<file path="config.mk">
export PLATFORM = sky130hd
export DESIGN_NAME = interval_timer_interrupt_flags_unit
export DESIGN_NICKNAME = d
export VERILOG_FILES = /design/src/sv/itif_pkg.sv /design/src/sv/itif_bus_dec.sv /design/src/sv/itif_timer.sv /design/src/sv/interval_timer_interrupt_flags_unit.sv
export SDC_FILE = /design/constraint.sdc
export NUM_CORES = 1
export LEC_CHECK = 0
export ABC_AREA = 0
export BUFFER_PORTS_ARGS = -buffer_cell sky130_fd_sc_hd__buf_2
export CAP_MARGIN = 5
export CORE_AREA = 2 2 227 229
export DETAILED_ROUTE_END_ITERATION = 10
export DIE_AREA = 0 0 229 231
export SYNTH_ARGS = -nofsm -noshare
export SYNTH_HDL_FRONTEND = slang
export SYNTH_HIERARCHICAL = 1
export SYNTH_SLANG_ARGS = --single-unit
export TNS_END_PERCENT = 1
</file>
<file path="constraint.sdc">
create_clock -name clk_i -period 11.7 [get_ports clk_i]
set_clock_uncertainty 0.05 [all_clocks]
set_input_delay 1.17 -clock clk_i [delete_from_list [all_inputs] [get_ports clk_i]]
set_output_delay 1.17 -clock clk_i [all_outputs]
set_load 0.02 [all_outputs]
</file>
<file path="src/sv/itif_pkg.sv">
package itif_pkg;

  typedef enum logic [2:0] {
    ACT_TICK    = 3'd0,
    ACT_RAISE   = 3'd1,
    ACT_WR_BYTE = 3'd2,
    ACT_WR_WORD = 3'd3,
    ACT_RD_BYTE = 3'd4,
    ACT_RD_WORD = 3'd5
  } itif_action_e;

  localparam int unsigned NumSrc   = 5;
  localparam int unsigned TimerBit = 3;
  localparam int unsigned CntW     = 33;
  localparam int unsigned ClrLsb   = 8;   // clear bits 8..12 of a flag word write
  localparam int unsigned ClrMsb   = 12;

  localparam logic [2:0]  MaxSrc      = 3'd4;
  localparam logic [23:0] PrescaleAddr = 24'hF00050;
  localparam logic [23:0] DivideAddr   = 24'hF00052;
  localparam logic [23:0] IntFlagAddr  = 24'hF000E0;
  localparam logic [23:0] HcAddr       = 24'hF00004;
  localparam logic [23:0] MirrorLo     = 24'hF08000;
  localparam logic [23:0] MirrorHi     = 24'hF0BFFF;
  localparam logic [23:0] MirrorMask   = 24'hFF7FFF;
  localparam logic [23:0] WindowLo     = 24'hF00000;
  localparam logic [23:0] WindowHi     = 24'hF03FFF;
  localparam logic [13:0] IcHiOff      = 14'h00E0;
  localparam logic [13:0] IcLoOff      = 14'h00E1;

  // byte-lane writes to prescaler and divider
  typedef struct packed {
    logic       ps_hi_we;
    logic       ps_lo_we;
    logic       dv_hi_we;
    logic       dv_lo_we;
    logic [7:0] ps_hi;
    logic [7:0] ps_lo;
    logic [7:0] dv_hi;
    logic [7:0] dv_lo;
  } itif_tmr_wr_t;

  // byte-lane writes to the interrupt control word plus flag clears
  typedef struct packed {
    logic              hi_we;
    logic              lo_we;
    logic [7:0]        hi;
    logic [7:0]        lo;
    logic [NumSrc-1:0] clr;
  } itif_ic_wr_t;

  function automatic logic left_out(input logic [23:0] a);
    left_out = (a >= 24'hF02100 && a < 24'hF02120) ||
               (a >= 24'hF03000 && a < 24'hF04000) ||
               (a >= 24'hF02200 && a < 24'hF022A0);
  endfunction

  function automatic logic [7:0] ic_byte(input logic [13:0] off, input logic [15:0] ic);
    if (off == IcHiOff) begin
      ic_byte = ic[15:8];
    end else if (off == IcLoOff) begin
      ic_byte = ic[7:0];
    end else begin
      ic_byte = 8'h00;
    end
  endfunction

endpackage

</file>
<file path="src/sv/itif_bus_dec.sv">
module itif_bus_dec (
  input  logic [2:0]                      action_i,
  input  logic [23:0]                     address_i,
  input  logic [15:0]                     write_data_i,
  input  logic [itif_pkg::NumSrc-1:0]     pending_i,
  input  logic [15:0]                     int_control_i,
  input  logic [15:0]                     prescale_i,
  input  logic [15:0]                     divide_i,
  output itif_pkg::itif_tmr_wr_t          tmr_wr_o,
  output itif_pkg::itif_ic_wr_t           ic_wr_o,
  output logic [15:0]                     read_data_o
);

  logic [23:0] mapped;
  logic        wr_ok;
  logic [13:0] off;
  logic [13:0] off1;
  logic [13:0] roff;
  logic [13:0] roff1;

  always_comb begin
    mapped = address_i;
    if (address_i >= itif_pkg::MirrorLo && address_i <= itif_pkg::MirrorHi) begin
      mapped = address_i & itif_pkg::MirrorMask;
    end
    wr_ok = (mapped >= itif_pkg::WindowLo) && (mapped <= itif_pkg::WindowHi) &&
            !itif_pkg::left_out(mapped);
    off  = mapped[13:0];
    off1 = off + 14'd1;
  end

  always_comb begin
    tmr_wr_o = '0;
    ic_wr_o  = '0;
    unique case (action_i)
      itif_pkg::ACT_WR_BYTE: begin
        if (wr_ok) begin
          if (mapped == itif_pkg::PrescaleAddr) begin
            tmr_wr_o.ps_hi_we = 1'b1;
            tmr_wr_o.ps_hi    = write_data_i[7:0];
          end else if (mapped == itif_pkg::PrescaleAddr + 24'd1) begin
            tmr_wr_o.ps_lo_we = 1'b1;
            tmr_wr_o.ps_lo    = write_data_i[7:0];
          end else if (mapped == itif_pkg::DivideAddr) begin
            tmr_wr_o.dv_hi_we = 1'b1;
            tmr_wr_o.dv_hi    = write_data_i[7:0];
          end else if (mapped == itif_pkg::DivideAddr + 24'd1) begin
            tmr_wr_o.dv_lo_we = 1'b1;
            tmr_wr_o.dv_lo    = write_data_i[7:0];
          end else if (off == itif_pkg::IcHiOff) begin
            ic_wr_o.hi_we = 1'b1;
            ic_wr_o.hi    = write_data_i[7:0];
          end else if (off == itif_pkg::IcLoOff) begin
            ic_wr_o.lo_we = 1'b1;
            ic_wr_o.lo    = write_data_i[7:0];
          end
        end
      end
      itif_pkg::ACT_WR_WORD: begin
        if (wr_ok) begin
          if (mapped == itif_pkg::PrescaleAddr) begin
            tmr_wr_o.ps_hi_we = 1'b1;
            tmr_wr_o.ps_lo_we = 1'b1;
            tmr_wr_o.ps_hi    = write_data_i[15:8];
            tmr_wr_o.ps_lo    = write_data_i[7:0];
          end else if (mapped == itif_pkg::DivideAddr) begin
            tmr_wr_o.dv_hi_we = 1'b1;
            tmr_wr_o.dv_lo_we = 1'b1;
            tmr_wr_o.dv_hi    = write_data_i[15:8];
            tmr_wr_o.dv_lo    = write_data_i[7:0];
          end else begin
            if (mapped == itif_pkg::IntFlagAddr) begin
              ic_wr_o.clr = write_data_i[itif_pkg::ClrMsb:itif_pkg::ClrLsb];
            end
            // high data byte lands at off, low data byte at off+1
            if (off == itif_pkg::IcHiOff) begin
              ic_wr_o.hi_we = 1'b1;
              ic_wr_o.hi    = write_data_i[15:8];
            end else if (off1 == itif_pkg::IcHiOff) begin
              ic_wr_o.hi_we = 1'b1;
              ic_wr_o.hi    = write_data_i[7:0];
            end
            if (off == itif_pkg::IcLoOff) begin
              ic_wr_o.lo_we = 1'b1;
              ic_wr_o.lo    = write_data_i[15:8];
            end else if (off1 == itif_pkg::IcLoOff) begin
              ic_wr_o.lo_we = 1'b1;
              ic_wr_o.lo    = write_data_i[7:0];
            end
          end
        end
      end
      default: begin
      end
    endcase
  end

  // reads decode the raw address, no mirroring
  always_comb begin
    roff        = address_i[13:0];
    roff1       = roff + 14'd1;
    read_data_o = '0;
    unique case (action_i)
      itif_pkg::ACT_RD_BYTE: begin
        if (itif_pkg::left_out(address_i)) begin
          read_data_o = '0;
        end else if (address_i == itif_pkg::PrescaleAddr) begin
          read_data_o = {8'h00, prescale_i[15:8]};
        end else if (address_i == itif_pkg::PrescaleAddr + 24'd1) begin
          read_data_o = {8'h00, prescale_i[7:0]};
        end else if (address_i == itif_pkg::DivideAddr) begin
          read_data_o = {8'h00, divide_i[15:8]};
        end else if (address_i == itif_pkg::DivideAddr + 24'd1) begin
          read_data_o = {8'h00, divide_i[7:0]};
        end else begin
          read_data_o = {8'h00, itif_pkg::ic_byte(roff, int_control_i)};
        end
      end
      itif_pkg::ACT_RD_WORD: begin
        if (address_i == itif_pkg::IntFlagAddr) begin
          read_data_o = {{(16 - itif_pkg::NumSrc){1'b0}}, pending_i};
        end else if (address_i == itif_pkg::HcAddr || itif_pkg::left_out(address_i)) begin
          read_data_o = '0;
        end else if (address_i == itif_pkg::PrescaleAddr) begin
          read_data_o = prescale_i;
        end else if (address_i == itif_pkg::DivideAddr) begin
          read_data_o = divide_i;
        end else begin
          read_data_o = {itif_pkg::ic_byte(roff, int_control_i),
                         itif_pkg::ic_byte(roff1, int_control_i)};
        end
      end
      default: begin
      end
    endcase
  end

endmodule

</file>
<file path="src/sv/itif_timer.sv">
module itif_timer (
  input  logic                   clk_i,
  input  logic                   rst_ni,
  input  logic                   step_i,
  input  logic                   tick_i,
  input  logic [15:0]            cycles_i,
  input  itif_pkg::itif_tmr_wr_t wr_i,
  output logic [15:0]            prescale_o,
  output logic [15:0]            divide_o,
  output logic                   fired_o
);

  logic [15:0]               prescale_q, prescale_d;
  logic [15:0]               divide_q, divide_d;
  logic [itif_pkg::CntW-1:0] countdown_q, countdown_d;
  logic [itif_pkg::CntW-1:0] product;
  logic                      any_wr;
  logic                      running;

  assign any_wr  = wr_i.ps_hi_we | wr_i.ps_lo_we | wr_i.dv_hi_we | wr_i.dv_lo_we;
  assign running = tick_i && (prescale_q != 16'd0);
  assign fired_o = running && (countdown_q <= {{(itif_pkg::CntW - 16){1'b0}}, cycles_i});

  always_comb begin
    prescale_d = {wr_i.ps_hi_we ? wr_i.ps_hi : prescale_q[15:8],
                  wr_i.ps_lo_we ? wr_i.ps_lo : prescale_q[7:0]};
    divide_d   = {wr_i.dv_hi_we ? wr_i.dv_hi : divide_q[15:8],
                  wr_i.dv_lo_we ? wr_i.dv_lo : divide_q[7:0]};
    // on a tick the write enables are low, so this is the current reload
    product    = ({{(itif_pkg::CntW - 16){1'b0}}, prescale_d} +
                  {{(itif_pkg::CntW - 1){1'b0}}, 1'b1}) *
                 ({{(itif_pkg::CntW - 16){1'b0}}, divide_d} +
                  {{(itif_pkg::CntW - 1){1'b0}}, 1'b1});

    countdown_d = countdown_q;
    if (any_wr || fired_o) begin
      countdown_d = product;
    end else if (running) begin
      countdown_d = countdown_q - {{(itif_pkg::CntW - 16){1'b0}}, cycles_i};
    end
  end

  always_ff @(posedge clk_i or negedge rst_ni) begin
    if (!rst_ni) begin
      prescale_q  <= '0;
      divide_q    <= '0;
      countdown_q <= '0;
    end else if (step_i) begin
      prescale_q  <= prescale_d;
      divide_q    <= divide_d;
      countdown_q <= countdown_d;
    end
  end

  assign prescale_o = prescale_q;
  assign divide_o   = divide_q;

endmodule

</file>
<file path="src/sv/interval_timer_interrupt_flags_unit.sv">
// Path: input beat passes through the input register, then the result register.
// Throughput: one beat per cycle while the result side is not stalled; the only path of note is the 17x17 reload
// multiply feeding the countdown register.
// Reset: pending flags, control word, prescaler, divider and countdown clear to 0,
// so the timer stays stopped until the prescaler is written; both stages empty.
module interval_timer_interrupt_flags_unit (
  input  logic        clk_i,
  input  logic        rst_ni,
  input  logic        s_axis_tvalid,
  output logic        s_axis_tready,
  // [2:0] action, [26:3] address, [42:27] write_data, [45:43] source,
  // [61:46] tick_cycles, [63:62] zero
  input  logic [63:0] s_axis_tdata,
  output logic        m_axis_tvalid,
  input  logic        m_axis_tready,
  // [15:0] read_data, [16] timer_fired, [17] cpu_irq_request,
  // [22:18] pending_flags, [23] zero
  output logic [23:0] m_axis_tdata
);

  logic                          in_valid_q;
  logic [2:0]                    action_q;
  logic [23:0]                   address_q;
  logic [15:0]                   write_data_q;
  logic [2:0]                    source_q;
  logic [15:0]                   tick_cycles_q;

  logic                          out_valid_q;
  logic [23:0]                   out_data_q;

  logic [itif_pkg::NumSrc-1:0]   pending_q, pending_d;
  logic [15:0]                   int_control_q, int_control_d;

  logic                          advance;
  logic                          in_take;
  itif_pkg::itif_tmr_wr_t        tmr_wr;
  itif_pkg::itif_ic_wr_t         ic_wr;
  logic [15:0]                   read_data;
  logic [15:0]                   prescale;
  logic [15:0]                   divide;
  logic                          fired;
  logic                          irq;

  assign advance       = in_valid_q && (!out_valid_q || m_axis_tready);
  assign s_axis_tready = !in_valid_q || advance;
  assign in_take       = s_axis_tvalid && s_axis_tready;

  always_ff @(posedge clk_i or negedge rst_ni) begin
    if (!rst_ni) begin
      in_valid_q <= 1'b0;
    end else if (in_take) begin
      in_valid_q <= 1'b1;
    end else if (advance) begin
      in_valid_q <= 1'b0;
    end
  end

  always_ff @(posedge clk_i) begin
    if (in_take) begin
      action_q      <= s_axis_tdata[2:0];
      address_q     <= s_axis_tdata[26:3];
      write_data_q  <= s_axis_tdata[42:27];
      source_q      <= s_axis_tdata[45:43];
      tick_cycles_q <= s_axis_tdata[61:46];
    end
  end

  itif_bus_dec u_dec (
    .action_i      (action_q),
    .address_i     (address_q),
    .write_data_i  (write_data_q),
    .pending_i     (pending_q),
    .int_control_i (int_control_q),
    .prescale_i    (prescale),
    .divide_i      (divide),
    .tmr_wr_o      (tmr_wr),
    .ic_wr_o       (ic_wr),
    .read_data_o   (read_data)
  );

  itif_timer u_timer (
    .clk_i      (clk_i),
    .rst_ni     (rst_ni),
    .step_i     (advance),
    .tick_i     (action_q == itif_pkg::ACT_TICK),
    .cycles_i   (tick_cycles_q),
    .wr_i       (tmr_wr),
    .prescale_o (prescale),
    .divide_o   (divide),
    .fired_o    (fired)
  );

  assign irq = fired && int_control_q[itif_pkg::TimerBit];

  always_comb begin
    pending_d = pending_q & ~ic_wr.clr;
    if (action_q == itif_pkg::ACT_RAISE && source_q <= itif_pkg::MaxSrc) begin
      pending_d[source_q] = 1'b1;
    end
    if (fired) begin
      pending_d[itif_pkg::TimerBit] = 1'b1;
    end
    int_control_d = {ic_wr.hi_we ? ic_wr.hi : int_control_q[15:8],
                     ic_wr.lo_we ? ic_wr.lo : int_control_q[7:0]};
  end

  always_ff @(posedge clk_i or negedge rst_ni) begin
    if (!rst_ni) begin
      pending_q     <= '0;
      int_control_q <= '0;
    end else if (advance) begin
      pending_q     <= pending_d;
      int_control_q <= int_control_d;
    end
  end

  always_ff @(posedge clk_i or negedge rst_ni) begin
    if (!rst_ni) begin
      out_valid_q <= 1'b0;
    end else if (advance) begin
      out_valid_q <= 1'b1;
    end else if (m_axis_tready) begin
      out_valid_q <= 1'b0;
    end
  end

  always_ff @(posedge clk_i) begin
    if (advance) begin
      out_data_q <= {1'b0, pending_d, irq, fired, read_data};
    end
  end

  assign m_axis_tvalid = out_valid_q;
  assign m_axis_tdata  = out_data_q;

endmodule

</file>
==> results of run 1 <==
## stage by stage
stage,worst slack [ns],power (mW),cell area (um2),utilization,hold slack [ns]
3_5_place_dp,0.747,1.38,21300,0.421,0.422
4_1_cts,0.709,1.99,22000,0.433,0.439
3_3_place_gp,0.864,1.37,21300,0.421,0.411
2_1_floorplan,1.85,1.20,19900,-,0.393
6_report,0.598,1.98,22000,0.433,0.428
5_1_grt,0.103,2.09,22000,0.433,0.459
## synth_stat cells (10+ instances only)
cell	number
inv_1	341
and3_1	10
a22oi_1	16
nor3_1	20
a21oi_1	68
and2_1	73
o221ai_1	11
mux2i_1	45
nor2b_1	21
nor4_1	12
ha_1	122
nand3b_1	12
a32o_1	11
nand3_1	31
mux2_2	47
nand2_1	274
o21a_1	11
xnor2_1	55
dfrtp_1	88
nand2b_1	13
fa_1	224
a22o_1	15
nor2_1	162
o21ai_0	63
or3_1	11
nand4_1	13
xor2_1	34
a21o_1	18
edfxtp_1	85
buf_2	18
o22ai_1	10
a31oi_1	10
clkbuf_1	37
## layout by cell type (no fill, tap or decap), drive strengths merged, types with 12 or more instances in the layout
master / instances
a21o: 19
a21oi: 69
a22o: 15
a22oi: 17
and2: 73
buf: 142
clkbuf: 17
dfrtp: 88
edfxtp: 85
fa: 224
ha: 122
inv: 349
mux2: 48
mux2i: 45
nand2: 275
nand2b: 14
nand3: 34
nand3b: 12
nand4: 13
nor2: 164
nor2b: 21
nor3: 24
nor4: 16
o21ai: 67
xnor2: 56
xor2: 34
## sequential cells by signal, indices dropped and copies added (netlist names)
name and count:
tick_cycles_q 16, in_valid_q 1, write_data_q 16, u_timer/countdown_q 33, m_axis_tdata 23, source_q 3, action_q 3, int_control_q 16
pending_q 5, address_q 24, u_timer/divide_o 16, u_timer/prescale_o 16, m_axis_tvalid 1
## worst min-delay path, delay by kind of cell (launching register included)
kind	cells	cell delay (ns)
AND/OR/NAND/NOR	2	0.10
flip-flops	1	0.35
## routing by layer
metal,vias up,GRT usage
met1,7887,0.301
met5,-,0
met2,593,0.352
met3,100,0.0372
met4,0,0.0688
li1,7338,-
## layout make-up
class	instances	share of cell area
repair buffers	142	0.0384
clock buffers	17	0.0194
flip-flops and latches	173	0.217
inverters	342	0.0585
multi-input cells	1562	0.620
well taps	680	0.0387
clock inverters	15	0.00877
## cell families (layout without fill, tap and decap cells)
family                   after synthesis  after routing  share of synthesized area
AO/OA/AOI/OAI                        333            333                      0.119
XOR/XNOR                              90             90                     0.0399
adder cells (fa/ha/maj)              346            346                      0.302
buffers and inverters                408            516                     0.0791
flip-flops                           173            173                      0.239
multiplexers                          93             93                     0.0499
other                                  1              1                   0.000188
AND/OR/NAND/NOR                      699            699                      0.171
## worst paths after layout
check,cells past startpoint,to
setup reg to reg,33,u_timer/countdown_q[30]
hold reg to reg,2,u_timer/countdown_q[14]
max in group asynchronous,2,u_timer/countdown_q[18]
setup / recovery,33,u_timer/countdown_q[30]
hold / removal,2,u_timer/countdown_q[14]
min in group asynchronous,1,int_control_q[13]
## power breakdown
group | total (mW) | switching, mW | internal (mW)
clock network | 0.604 | 0.293 | 0.310
registers | 0.770 | 0.0586 | 0.711
logic | 0.602 | 0.371 | 0.232
total | 1.98 | 0.722 | 1.25
==> impl_metrics.csv, run 1 <==
group,metric,value,unit
outcome,status,"finished, final reports clean",
grt,grt.overflow.total,0,
grt,grt_first_pass_wirelength,90300,um
sta,setup_violations,0,
synthesis,ys.flop_type,"dfrtp_1",
min_path,min_path_type,"reg2reg",
sta,relSlewSlack,0.207,
floorplanning,placementRows,83,
route,first_pass_iters,5,
layout,multi_input_area,13600,um2
layout,diodes,0,
grt,grt_usage,0.219,
clocking,cts_tree,"done",
clocking,cts.path.max_buffers,2,
layout,fin_nets,2652,
worst_setup_path,rr_startpoint,"address_q[17]",
synthesis,avgSynthCellArea,9.30,um2
worst_setup_path,max_stage_delay,0.62,ns
synthesis,synth_area,19900,um2
sta,worst_pin_slew,1.18,ns
clocking,cts_sinks,173,
worst_setup_path,crit_fanout,17,
layout,final_cells,2931,
route,ant_nets,0,
synthesis,synthCells,2143,
layout,drive_gt1_frac,0.117,
route,drc,0,
route,wl_met1,25000,um
floorplanning,dieArea,52900,um2
synthesis,yosys_register_bits,173,
clocking,cts_hold_buf,0,
worst_setup_path,worstSetupPathType,"reg2reg",
worst_setup_path,r2r_setup_slack,0.60,ns
clocking,numCtsBuffers,17,
power,leakagePower,9.99,nW
sta,post-route-period-util,0.949,
route,viasPerCell,5.43,
clocking,insertion_delay,0.45,ns
worst_setup_path,worst_path_most_repeated_cell,"fa_1",
route,vias,15918,
floorplanning,core,50700,um2
floorplanning,start_util,0.393,
route,routed-wl-met3,3830,um
layout,syn_to_final_growth,10.2,%
clocking,root_buffer,"clkbuf_16",
synthesis,yosysSeqAreaShare,0.239,
synthesis,synth_edf_count,85,
power,peakVddDrop,0.000128,V
sta,hold_viol_final,0,
synthesis,yosys.area.top_type_share,0.225,
worst_setup_path,crit_family,"simple AND/OR/NAND/NOR gates",
worst_setup_path,crit_start,"address_q[17]",
floorplanning,io_pins,94,
worst_setup_path,cp-start-kind,"flip-flop",
route,dr.max_layer_used,"met4",
synthesis,synth_top_cell_by_area,"fa_1",
placement,port_buffers,90,
sta,fmax,90.1,MHz
clocking,clk_pin_slew,0.07,ns
placement,hpwl,44200,um
worst_setup_path,crit_required,11.96,ns
grt,antenna_found_initial,0,
floorplanning,die_width,229,um
synthesis,synth.area.top_cells,"fa_1 23%, edfxtp_1 13%, dfrtp_1 11%",
synthesis,ys_types,101,
clocking,post_cts_resized,0,
sta,slew_violations,0,
synthesis,syn_nets,2557,
route,wl_per_cell,19.1,um
synthesis,ys_async_sr_fraction,0.509,
layout,fill_cells,5069,
route,wl_met2,25800,um
min_path,hold_start,"u_timer/countdown_q[14]",
sta,fin_crit,11.10,ns
route,wl,56100,um
run,max_cap_viol_count,0,
placement,routabilityCongestion,0.925,
clocking,cts_max_level,4,
synthesis,yosysWarnings,6,
grt,grt_pass1_vias,16336,
layout,seqCellArea,4750,um2
grt,grt_max_degree,60,
clocking,cts_setup_buffers,0,
placement,placed_cells,2899,
sta,finalSetupTns,0,ns
power,cellPowerDensity,90.0,nW/um2
worst_setup_path,endpoint_kind,"flip-flop",
worst_setup_path,path_buf_inv,5,
floorplanning,die_h,231,um
worst_setup_path,crit_arrival,11.36,ns
sta,rsz0062_at_grt,"no",
worst_setup_path,cp_slowest_cell,"or3_1",
route,drtIter0Drc,1362,
Power figures use the tool's default switching activity.
==> run 2, diff against run 1 <==
--- a/config.mk
+++ b/config.mk
@@ -10,4 +10,5 @@
 export CAP_MARGIN = 5
 export CORE_AREA = 2 2 227 229
+export CTS_BUF_LIST = sky130_fd_sc_hd__clkbuf_8
 export DETAILED_ROUTE_END_ITERATION = 10
 export DIE_AREA = 0 0 229 231
==> constraint.sdc (replaced) <==
create_clock -name clk_i -period 11.7 [get_ports clk_i]
set_clock_uncertainty 0.05 [all_clocks]
set_input_delay 2.34 -clock clk_i [delete_from_list [all_inputs] [get_ports clk_i]]
set_output_delay 2.34 -clock clk_i [all_outputs]
set_load 0.02 [all_outputs]
==> run 2 against run 1 <==
Net effect: fmax is 0.92% higher; utilization is 0.40 points lower; clock-buffer cell count stayed put; critical path depth is 1 higher; clock power is 22% lower; die area stayed put; register-to-register slack better by 0.10 ns; final area is 0.93% lower; sequential share of layout area is 0.20 points higher; worst setup slack better by 0.10 ns.
==> impl_metrics.csv, run 2 (synthesis gave the netlist of run 1 again) <==
group,metric,value,unit
route,first_pass_iters,6,
sta,finalSetupTns,0,ns
placement,post-place-ws,0.783,ns
worst_setup_path,crit_fanout,26,
route,drtIter0Drc,1167,
sta,layout_setup_ws,0.699,ns
grt,grt_first_pass_wirelength,89100,um
power,intPower,1.15,mW
power,peakVddDrop,0.0000968,V
placement,routabilityCongestion,0.899,
floorplanning,die_h,231,um
sta,fmax,90.9,MHz
route,ant_nets,0,
power,p_sw_frac,0.377,
power,leakagePower,9.89,nW
placement,hpwl,43900,um
clocking,root_buffer,"clkbuf_8",
layout,diodes,0,
sta,worst_pin_slew,1.08,ns
route,wl_per_cell,18.9,um
run,max_cap_viol_count,0,
worst_setup_path,max_stage_delay,0.61,ns
sta,hold-worst-slack,0.433,ns
power,clkPwrFrac,0.255,
power,comb_power_share,0.325,
route,viasPerCell,5.47,
clocking,numCtsBuffers,17,
clocking,clk_pin_slew,0.10,ns
worst_setup_path,cp_slowest_cell,"or3_1",
grt,grt.overflow.total,0,
route,drc,0,
worst_setup_path,cp-start-kind,"flip-flop",
layout,fill_cells,5033,
layout,multi_input_area,13600,um2
layout,final_util,0.429,
layout,seqCellArea,4750,um2
layout,top_register,"u_timer/countdown_q",
sta,setup_violations,0,
layout,final_common_cell,"inv_1",
worst_setup_path,endpoint_kind,"flip-flop",
layout,final_cell_mix,"342 x inv_1, 274 x nand2_1, 224 x fa_1",
clocking,cts_tree,"done",
clocking,cts_hold_buf,0,
sta,slew_violations,0,
clocking,cts.path.max_buffers,2,
grt,antenna_found_initial,0,
sta,relSlewSlack,0.275,
outcome,status,"finished, final reports clean",
min_path,min_path_type,"reg2reg",
layout,drive_gt1_frac,0.116,
route,wl,55500,um
worst_setup_path,crit_required,12.02,ns
floorplanning,start_util,0.393,
sta,post-route-period-util,0.940,
worst_setup_path,worstSetupPathType,"reg2reg",
floorplanning,io_pins,94,
route,vias,16017,
floorplanning,core,50700,um2
power,power.total,1.84,mW
power,switchingPower,0.693,mW
clocking,cts_max_level,4,
clocking,insertion_delay,0.51,ns
worst_setup_path,crit_arrival,11.32,ns
power,pwr-share-seq,0.420,
sta,fin_crit,11.00,ns
sta,rsz0062_at_grt,"no",
floorplanning,dieArea,52900,um2
clocking,cts_sinks,173,
sta,hold_viol_final,0,
placement,port_buffers,90,
power,cellPowerDensity,84.6,nW/um2
layout,fin_nets,2649,
grt,grt_usage,0.215,
floorplanning,die_width,229,um
grt,grt_pass1_vias,16279,
grt,grt_max_degree,67,
layout,syn_to_final_growth,9.20,%
layout,largest_reg_flops,33,
worst_setup_path,worst_path_most_repeated_cell,"fa_1",
floorplanning,placementRows,83,
run 2: cell count changes in the layout (fill, tap and decap cells not counted), sizes merged:
cell and delta:
buf -3, bufinv +1, clkinv -1, clkinvlp -1, inv +1
run 2: worst paths after layout:
path / from / end / depth (start not counted) / slack (ns)
worst min-delay path: u_timer/countdown_q[9] / u_timer/countdown_q[9] / 2 / 0.43
worst max-delay path: address_q[17] / u_timer/countdown_q[31] / 34 / 0.70
min in group asynchronous: rst_ni / m_axis_tvalid / 1 / 1.68
max in group asynchronous: rst_ni / u_timer/countdown_q[18] / 2 / 8.66
worst max register to register: address_q[17] / u_timer/countdown_q[31] / 34 / 0.70
worst min register to register: u_timer/countdown_q[9] / u_timer/countdown_q[9] / 2 / 0.43
run 2: critical path, delay by kind of cell, from the launching register on:
family	cells	cell delay, ns
AOI/OAI and AO/OA	9	2.19
xor gates and xnor gates	2	0.41
adders and majority gates	7	3.69
buffers and inverters	5	0.69
DFF	1	0.38
and+or+nand+nor	11	3.42
run 2: routing by layer:
metal,vias up,global-route usage,part of all wire
li1,7326,-,-
met3,96,0.0279,0.072
met2,647,0.353,0.46
met1,7948,0.296,0.44
met5,-,0,0
met4,0,0.0694,0.027
run 2: power groups by stage:
stage | sequential [mW] | combinational (mW) | clock [mW]
after CTS | 0.772 | 0.595 | 0.484
after global routing | 0.782 | 0.670 | 0.505
final | 0.773 | 0.598 | 0.469
after detailed placement | 0.785 | 0.592 | 0
after floorplan | 0.768 | 0.433 | 0
after global placement | 0.783 | 0.583 | 0
run 2: cell type report:
| class | count | area share |
|---|---|---|
| clock buffers | 17 | 0.0108 |
| clock inverters | 15 | 0.00920 |
| inverters | 342 | 0.0590 |
| multi-input cells | 1562 | 0.626 |
| flip-flops and latches | 173 | 0.219 |
| well taps | 680 | 0.0391 |
| repair buffers | 139 | 0.0377 |
run 2: what timing repair did:
| action | 4_1_cts | 5_1_grt |
|---|---|---|
| resized for setup | 0 | 1 |
| setup endpoints to repair | 0 | 1 |
| setup buffers | 0 | 0 |
run 2: stage by stage:
step	instance area, um2	std cells
6_report	21800	2928
4_1_cts	21800	2928
3_3_place_gp	21300	2896
5_1_grt	21800	2928
3_5_place_dp	21300	2896
2_1_floorplan	19900	2143
